$ cat src/hdl/rpec_ram.sv
// Generic single-write, single-read RAM with registered read data.
// No dependencies.
module rpec_ram #(
    parameter int WIDTH = 24,
    parameter int DEPTH = 24
) (
    input  logic                     aclk,
    input  logic                     we,
    input  logic [$clog2(DEPTH)-1:0] waddr,
    input  logic [WIDTH-1:0]         wdata,
    input  logic [$clog2(DEPTH)-1:0] raddr,
    output logic [WIDTH-1:0]         rdata
);
    logic [WIDTH-1:0] mem [DEPTH];

    always_ff @(posedge aclk) begin
        if (we) begin
            mem[waddr] <= wdata;
        end
        rdata <= mem[raddr];
    end
endmodule

$ cat config.mk
export PLATFORM = sky130hd
export DESIGN_NAME = rpec_ram
export DESIGN_NICKNAME = d
export VERILOG_FILES = /design/src/hdl/rpec_ram.sv
export SDC_FILE = /design/constraint.sdc
export NUM_CORES = 1
export LEC_CHECK = 0
export BUFFER_PORTS_ARGS = -buffer_cell sky130_fd_sc_hd__clkbuf_2
export CAP_MARGIN = 15
export CORE_MARGIN = 2
export CORE_UTILIZATION = 40
export CTS_CLUSTER_SIZE = 25
export DETAILED_ROUTE_END_ITERATION = 8
export MAX_ROUTING_LAYER = met4
export SLEW_MARGIN = 20
export SYNTH_ARGS = -nofsm -noshare
export SYNTH_HDL_FRONTEND = slang
export SYNTH_SLANG_ARGS = --single-unit
$ cat constraint.sdc
create_clock -name aclk -period 2.5 [get_ports aclk]
set_input_delay 0.625 -clock aclk [delete_from_list [all_inputs] [get_ports aclk]]
set_output_delay 0.625 -clock aclk [all_outputs]
set_load 0.01 [all_outputs]
==> run_results.csv <==
group,metric,value,unit
worst_setup_path,timing.critical_path.buf_inv,1,
worst_setup_path,path_class,"flop to output pin",
worst_setup_path,worst_setup_path_start_kind,"flop",
route,ant_nets,0,
timing,finalSetupViolations,0,
final_layout,drive_gt1_share,27.4,%
worst_setup_path,worstPathArrival,1.21,ns
worst_setup_path,end_kind,"output pin",
final_layout,area_growth,17.2,%
timing,fin_crit_sh,73.3,%
final_layout,nFillCells,4619,
yosys,netlist_area,0.0227,mm2
cts,cts_resized,0,
worst_setup_path,path_cells,"clkbuf_2",
worst_setup_path,required,1.88,ns
run,drv_cap,0,
floorplanning,die_h,242,um
yosys,yosys.area.top_type_share,76.0,%
power_and_ir_drop,leakagePower,8.69,nW
timing,fin_tns_setup,0,ns
worst_setup_path,cp_slowest_cell,"dfxtp_1",
hold_path,hp-class,"input port to flop",
floorplanning,pin_count,60,
cts,cts_sinks,600,
floorplanning,dieArea,0.0588,mm2
global_route,grt_pass1_wl,77800,um
power_and_ir_drop,vdd_ir_drop_max,590,uV
route,vias,11000,
cts,cts_tree,"yes",
timing,fin_ws,0.667,ns
yosys,ys_warn_count,0,
global_route,grt_pass1_vias,11300,
yosys,ys_seq_area_share,78.1,%
yosys,synth_area_leaders,"edfxtp_1, mux4_2, mux2i_1, dfxtp_1, a2bb2oi_1",
timing,hold_violations,0,
yosys,yosys.area.top_type,"edfxtp_1",
final_layout,final_net_count,1234,
cts,cts_buffers,59,
yosys,synth_edf_count,576,
cts,ctsRootBufferMaster,"clkbuf_16",
route,drc,0,
timing,rsz0062_at_grt,"false",
timing,fmax,546,MHz
yosys,synthMostInstantiatedCell,"edfxtp_1",
floorplanning,row_count,87,
yosys,avgSynthCellArea,21.4,um2
yosys,synth_commonest_cells,"edfxtp_1, mux2i_1, mux4_2, nand2_1, nor2_1",
power_and_ir_drop,p_per_area,787,mW/mm2
route,wl_per_cell,26.7,um
route,vias_per_cell,5.50,
yosys,synth_cells,1065,
placement,hpwl,30000,um
route,wirelength,53400,um
final_layout,layout.cells.non_filler,2004,
floorplanning,core-area,0.0563,mm2
timing,slew_violations,0,
global_route,grt.total_usage,18.8,%
global_route,grt_overflow_total,0,
floorplanning,start_util,40.4,%
timing,layout_min_cycle_time,1.83,ns
cts,clockBufferDepth,3,
timing,slew_headroom,66.9,%
cts,cts_setup_buffers,0,
cts,clkTransAtPathRegs,0.06,ns
yosys,synth_cell_types,22,
cts,cts_max_level,2,
global_route,grt_max_degree,30,
placement,gp_congestion,0.741,
floorplanning,fp.dieW,242,um
timing,tightest_slew,0.497,ns
placement,dp_slack,0.196,ns
worst_setup_path,cp_max_fo,1,
yosys,synthesis.nets,1101,
run_status,status,"finished clean",
cts,ctsHoldBuffers,0,
worst_setup_path,slowest_delay,0.41,ns
placement,dp.cells,1893,
placement,port_buffers,59,
yosys,ys_ff_latch,600,
yosys,synth_top_flop_cell,"edfxtp_1",
worst_setup_path,path_delay_family,"flip-flops",
route,firstDrtPassIters,5,
timing,finClkSkew,0.0165,ns
route,drtIter0Drc,1141,
cts,clk-insertion-delay-late,0.62,ns
yosys,async_reset_ff_share,0,%
global_route,antenna_found_initial,1,
==> metrics by stage <==
step	total power, mW	hold slack (ns)	util (%)	instance area [um2]
floorplan	12.0	0.566	-	22800
global placement	12.5	0.603	44.0	24800
detailed placement	12.5	0.603	44.0	24800
CTS	21.2	0.480	47.4	26700
global route	21.6	0.530	47.4	26700
finish	21.0	0.511	47.4	26700
==> state kept, by name, summed over array words and instances (netlist names) <==
| register | count |
|---|---|
| mem | 576 |
| rdata | 24 |
==> final cells by class <==
type | instances | area [um2] | area share, %
Clock inverter | 33 | 289 | 1.08
Antenna cell | 1 | 2.50 | 0.00939
Tap cell | 756 | 946 | 3.55
Multi-Input combinational cell | 401 | 4740 | 17.8
Sequential cell | 600 | 17800 | 66.7
Clock buffer | 77 | 1580 | 5.94
Timing Repair Buffer | 136 | 1320 | 4.94
==> layer usage <==
| metal | global-route usage [%] | vias to the layer above | share of wire, % |
|---|---|---|---|
| met1 | 26.3 | 5895 | 44 |
| met5 | - | - | 0 |
| met3 | 2.97 | 66 | 6.0 |
| met4 | 4.72 | 0 | 1.8 |
| met2 | 29.1 | 342 | 48 |
| li1 | - | 4722 | - |
==> final timing paths <==
kind	start	endpoint	slack, ns	cells past startpoint
max	rdata[3]	rdata[3]	0.67	1
max reg2reg	mem[7][23]	rdata[23]	1.00	3
min reg2reg	mem[10][22]	rdata[22]	0.61	4
min	wdata[13]	mem[17][13]	0.51	1
==> where the power goes <==
part	internal, mW	switching, mW
logic	0.444	0.644
clock network	4.96	3.69
registers	11.2	0.0597
==> kinds of logic (layout without fill, tap and decap cells) <==
kind of cell / count (synthesis) / after routing / share of synthesized area [%]
other: 0 / 1 / 0
multiplexers: 216 / 216 / 14.8
AO/OA/AOI/OAI: 96 / 96 / 3.43
buffers and inverters: 64 / 246 / 1.86
AND/OR/NAND/NOR: 89 / 89 / 1.78
flip-flops: 600 / 600 / 78.1
==> placed cells by master, fill, tap and decap left out, drive strengths merged <==
cell type / count
edfxtp: 576
clkbuf: 133
mux2i: 120
mux4: 96
buf: 80
nand2: 26
nor2: 26
nand3: 25
a2bb2oi: 24
a22oi: 24
o211ai: 24
o311ai: 24
dfxtp: 24
clkinv: 24
bufinv: 5
nand3b: 4
nor2b: 3
inv: 3
and2: 2
or3b: 2
diode: 1
or3: 1
clkinvlp: 1
No activity file was read; power rests on OpenSTA's default activity.
