## config.mk

```make
export PLATFORM = sky130hd
export DESIGN_NAME = rpec_isqrt
export DESIGN_NICKNAME = d
export VERILOG_FILES = /design/src/hdl/rpec_isqrt.sv
export SDC_FILE = /design/constraint.sdc
export NUM_CORES = 1
export LEC_CHECK = 0
export ABC_CLOCK_PERIOD_IN_PS = 13800
export BUFFER_PORTS_ARGS = -buffer_cell sky130_fd_sc_hd__buf_2
export CORE_MARGIN = 2
export CORE_UTILIZATION = 60
export CTS_CLUSTER_SIZE = 10
export DETAILED_ROUTE_END_ITERATION = 10
export PLACE_DENSITY_LB_ADDON = 0.08
export RECOVER_POWER = 100
export SLEW_MARGIN = 20
export SYNTH_ARGS = -nofsm -noshare
export SYNTH_HDL_FRONTEND = slang
export SYNTH_SLANG_ARGS = --single-unit
```

## constraint.sdc

```tcl
create_clock -name aclk -period 13.8 [get_ports aclk]
set_clock_uncertainty 0.1 [all_clocks]
set_input_delay 1.38 -clock aclk [delete_from_list [all_inputs] [get_ports aclk]]
set_output_delay 1.38 -clock aclk [all_outputs]
set_load 0.05 [all_outputs]
```

## src/hdl/rpec_isqrt.sv

```systemverilog
// Iterative 64-bit integer square root, one result bit per cycle.
// No dependencies.
module rpec_isqrt (
    input  logic        aclk,
    input  logic        aresetn,
    input  logic        start,
    input  logic [63:0] radicand,
    output logic        done,
    output logic [31:0] root
);
    logic [63:0] n_reg, n_next;
    logic [63:0] res_reg, res_next;
    logic [63:0] bit_reg, bit_next;
    logic [4:0]  cnt_reg, cnt_next;
    logic        busy_reg, busy_next;
    logic        done_reg, done_next;
    logic [63:0] trial;

    // One restoring step per cycle
    always_comb begin
        trial     = res_reg + bit_reg;
        n_next    = n_reg;
        res_next  = res_reg;
        bit_next  = bit_reg;
        cnt_next  = cnt_reg;
        busy_next = busy_reg;
        done_next = 1'b0;
        if (start) begin
            n_next    = radicand;
            res_next  = '0;
            bit_next  = 64'd1 << 62;
            cnt_next  = '0;
            busy_next = 1'b1;
        end else if (busy_reg) begin
            if (n_reg >= trial) begin
                n_next   = n_reg - trial;
                res_next = (res_reg >> 1) + bit_reg;
            end else begin
                res_next = res_reg >> 1;
            end
            bit_next = bit_reg >> 2;
            cnt_next = cnt_reg + 5'd1;
            if (cnt_reg == 5'd31) begin
                busy_next = 1'b0;
                done_next = 1'b1;
            end
        end
    end

    always_ff @(posedge aclk) begin
        if (!aresetn) begin
            busy_reg <= 1'b0;
            done_reg <= 1'b0;
            cnt_reg  <= '0;
        end else begin
            busy_reg <= busy_next;
            done_reg <= done_next;
            cnt_reg  <= cnt_next;
        end
        n_reg   <= n_next;
        res_reg <= res_next;
        bit_reg <= bit_next;
    end

    assign done = done_reg;
    assign root = res_reg[31:0];
endmodule

```

==> out/results.ini <==
[outcome]
status = finished with violations
violations = max-capacitance violations, max-slew violations

[timing]
hold_viol = 0
clock.fmax_mhz = 111
finalCritPeriodShare_pct = 65.2
maxSlewHeadroom_pct = -129
finalSetupViolCount = 0
fin_tns_setup_ps = 0
rsz0062_at_grt = no
max_slew.worst_pin.slew_ps = 3440
fin_crit_ps = 9000
slew_viol_final = 493

[synth]
synth_warnings = 0
synth-xor-area-share_pct = 7.91
syn_avg_cell_area_um2 = 7.95
synth_compound_gate_area_share_pct = 27.9
netlist_area_um2 = 15600
yosys.area_share.simple_pct = 18.7
muxShareOfSynthArea_pct = 3.48
ys_ff_latch = 167
netlist_instances = 1965
async_flop_share_pct = 0
syn-num-nets = 2165
synthDominantCellAreaShare_pct = 13.2
synth.area.top_cells = dfxtp_1, edfxtp_1, ha_1, nand2_1, o21ai_0
synth_edf_count = 64
yosys.area.top_type = dfxtp_1
synth_top_family_by_area = compound AO/OA/AOI/OAI gates
synth_cell_type_count = 99
synth.yosys.seq_area_share_pct = 25.5
ys.flop_type = dfxtp_1
yosys.area_share.adder_pct = 10.7

[pwr]
vdd_drop_max_uv = 172
pwr_density_cell_nw_per_um2 = 191
p_leak_nw = 6.22

[clocking]
clk_path_buf_depth = 2
cts_root_buffer = clkbuf_16
insertion_delay_ps = 450
clkTransAtPathRegs_ps = 80
cts_made_buffers = 17
hold_buffers = 0
cts.repair.resized = 0
cts_setup_buffers = 0
cts_tree = yes
cts_sinks = 167
htree_levels = 4

[worst_setup_path]
path_max_fanout = 74
cp-start-kind = flop
path_class = flop to flop
endpoint_kind = flop
crit_required_ps = 14000
setup.worst_path.start = res_reg[2]
r2r_start = res_reg[2]
cp.arrival_ps = 9200
reg2regPathDepth = 22

[floorplan]
fp.dieArea_um2 = 27300
ios = 100
start_util_pct = 60.5
core_region_area_um2 = 25800
die_x_um = 165
num_rows = 59
die_height_um = 165

[placed_design]
gp_congestion = 0.960
numPortBuffers = 99
dp_hpwl_um = 33000

[grt]
track_usage_pct = 32.2
antenna_found_initial = 0
grt_overflow = 0
grt_start_max_net_pins = 92
grt_pass1_wl_um = 69900
grt_pass1_vias = 13200

[hold_path]
min_from = res_reg[0]
hold-path-cell-count = 2
min_path_type = flop to flop

[finish]
nets = 2152
area_growth_pct = 4.76
final_core_utilization_pct = 63.3
drive_above_1_share_pct = 7.89
diodes = 0

[route]
drt_pass1_iterations = 6
avgRoutedWirePerCell_um = 19.3
final_antenna_net_count = 0
drc = 0
drt-total-wl_um = 44300
num_vias = 14700
drtIter0Drc = 1389
avgViaCountPerCell = 6.40

[job]
max_cap_viol_count = 7

[worst max-delay path: stages (launching register included)]
cell and delay (ps):
dfxtp_1 440, ha_1 300, a31oi_1 340, nand2_1 140, a31oi_1 370, and3b_1 250
nand2b_1 220, a41o_1 290, a31oi_1 270, o21ai_0 260, mux2_4 350, a2111oi_0 460
ha_1 380, and2_0 240, and3_1 210, a221o_1 370, a31o_1 200, o31ai_1 230
and2_2 180, clkbuf_1 2330, nand2_1 460, o21ai_0 370, a211oi_1 70
[area by class of cell]
cell class	count	area, µm²
Clock buffer	17	425
Clock inverter	15	163
Fill cell	2332	9470
Inverter	51	191
Multi-Input combinational cell	1608	10700
Sequential cell	167	3980
Tap cell	335	419
Timing Repair Buffer	107	494
[per-stage QoR]
step,cell area (µm²),setup slack (ps),hold slack [ps],power [mW],cells
4_1_cts,16500,7110,424,3.10,2300
5_1_grt,16400,4100,447,3.35,2300
2_1_floorplan,15600,4220,367,2.22,1965
6_report,16400,4800,424,3.12,2300
3_3_place_gp,15900,7210,387,2.58,2268
3_5_place_dp,15900,7150,407,2.60,2268
[path summary, 6_finish.rpt]
kind / to / slack, ps
setup / recovery: res_reg[46] / 4800
hold / removal: res_reg[0] / 420
setup reg to reg: res_reg[46] / 4800
hold reg to reg: res_reg[0] / 420
[cells in the final DEF (no fill, tap or decap), types with 6 or more instances in the layout]
| master | netlist | layout |
|---|---|---|
| a211oi_1 | 24 | 25 |
| a21boi_0 | 11 | 12 |
| a21o_1 | 43 | 43 |
| a21oi_1 | 130 | 130 |
| a221oi_1 | 7 | 7 |
| a311oi_1 | 27 | 27 |
| a31o_2 | 8 | 8 |
| a31oi_1 | 68 | 69 |
| and2_1 | 21 | 16 |
| and3_1 | 21 | 21 |
| buf_2 | 18 | 65 |
| clkbuf_1 | 76 | 39 |
| clkbuf_16 | 0 | 17 |
| dfxtp_1 | 103 | 103 |
| edfxtp_1 | 64 | 64 |
| ha_1 | 132 | 132 |
| inv_1 | 49 | 49 |
| mux2_2 | 6 | 6 |
| mux2i_1 | 46 | 46 |
| nand2_1 | 235 | 235 |
| nand2b_1 | 8 | 9 |
| nand3_1 | 29 | 29 |
| nand4_1 | 36 | 36 |
| nor2_1 | 172 | 172 |
| nor2b_1 | 22 | 22 |
| nor3_1 | 32 | 33 |
| o211ai_1 | 11 | 11 |
| o21a_1 | 13 | 13 |
| o21ai_0 | 145 | 160 |
| o21ai_1 | 27 | 12 |
| o21bai_1 | 41 | 41 |
| o31ai_1 | 13 | 14 |
| or2_2 | 8 | 8 |
| or3_1 | 22 | 22 |
| xnor2_1 | 78 | 78 |
| xor2_1 | 63 | 63 |
[kinds of logic after synthesis]
family	Yosys count
muxes	53
buffers and inverters	190
AOI/OAI and AO/OA	650
xor gates and xnor gates	141
adders and majority gates	133
and+or+nand+nor	631
DFF	167
[power breakdown]
| part | internal [mW] | switching [mW] | total, mW |
|---|---|---|---|
| Sequential | 0.677 | 0.106 | 0.783 |
| Clock | 0.257 | 0.241 | 0.499 |
| Combinational | 0.695 | 1.15 | 1.84 |
| Total | 1.63 | 1.50 | 3.12 |
[cells in the mapped netlist, types with 4 or more instances]
| cell type | count |
|---|---|
| a211oi_1 | 24 |
| a211oi_2 | 4 |
| a21boi_0 | 11 |
| a21o_1 | 43 |
| a21oi_1 | 130 |
| a221oi_1 | 7 |
| a221oi_2 | 5 |
| a311oi_1 | 27 |
| a31o_1 | 4 |
| a31o_2 | 8 |
| a31oi_1 | 68 |
| and2_1 | 21 |
| and3_1 | 21 |
| buf_1 | 4 |
| buf_2 | 18 |
| buf_4 | 33 |
| buf_6 | 5 |
| clkbuf_1 | 76 |
| dfxtp_1 | 103 |
| edfxtp_1 | 64 |
| ha_1 | 132 |
| inv_1 | 49 |
| mux2_2 | 6 |
| mux2i_1 | 46 |
| nand2_1 | 235 |
| nand2b_1 | 8 |
| nand3_1 | 29 |
| nand4_1 | 36 |
| nor2_1 | 172 |
| nor2b_1 | 22 |
| nor3_1 | 32 |
| nor4_1 | 5 |
| o2111ai_1 | 4 |
| o211ai_1 | 11 |
| o21a_1 | 13 |
| o21ai_0 | 145 |
| o21ai_1 | 27 |
| o21bai_1 | 41 |
| o221ai_1 | 5 |
| o22ai_1 | 4 |
| o31ai_1 | 13 |
| or2_2 | 8 |
| or3_1 | 22 |
| xnor2_1 | 78 |
| xor2_1 | 63 |
[per-layer routing]
metal	part of all wire, %	vias to the layer above	track usage [%]
met3	8.0	72	5.89
met2	42	558	47.4
met4	2.7	0	8.89
li1	-	7203	-
met1	47	6896	48.1
met5	0	-	0
No activity file was read; power rests on OpenSTA's default activity.
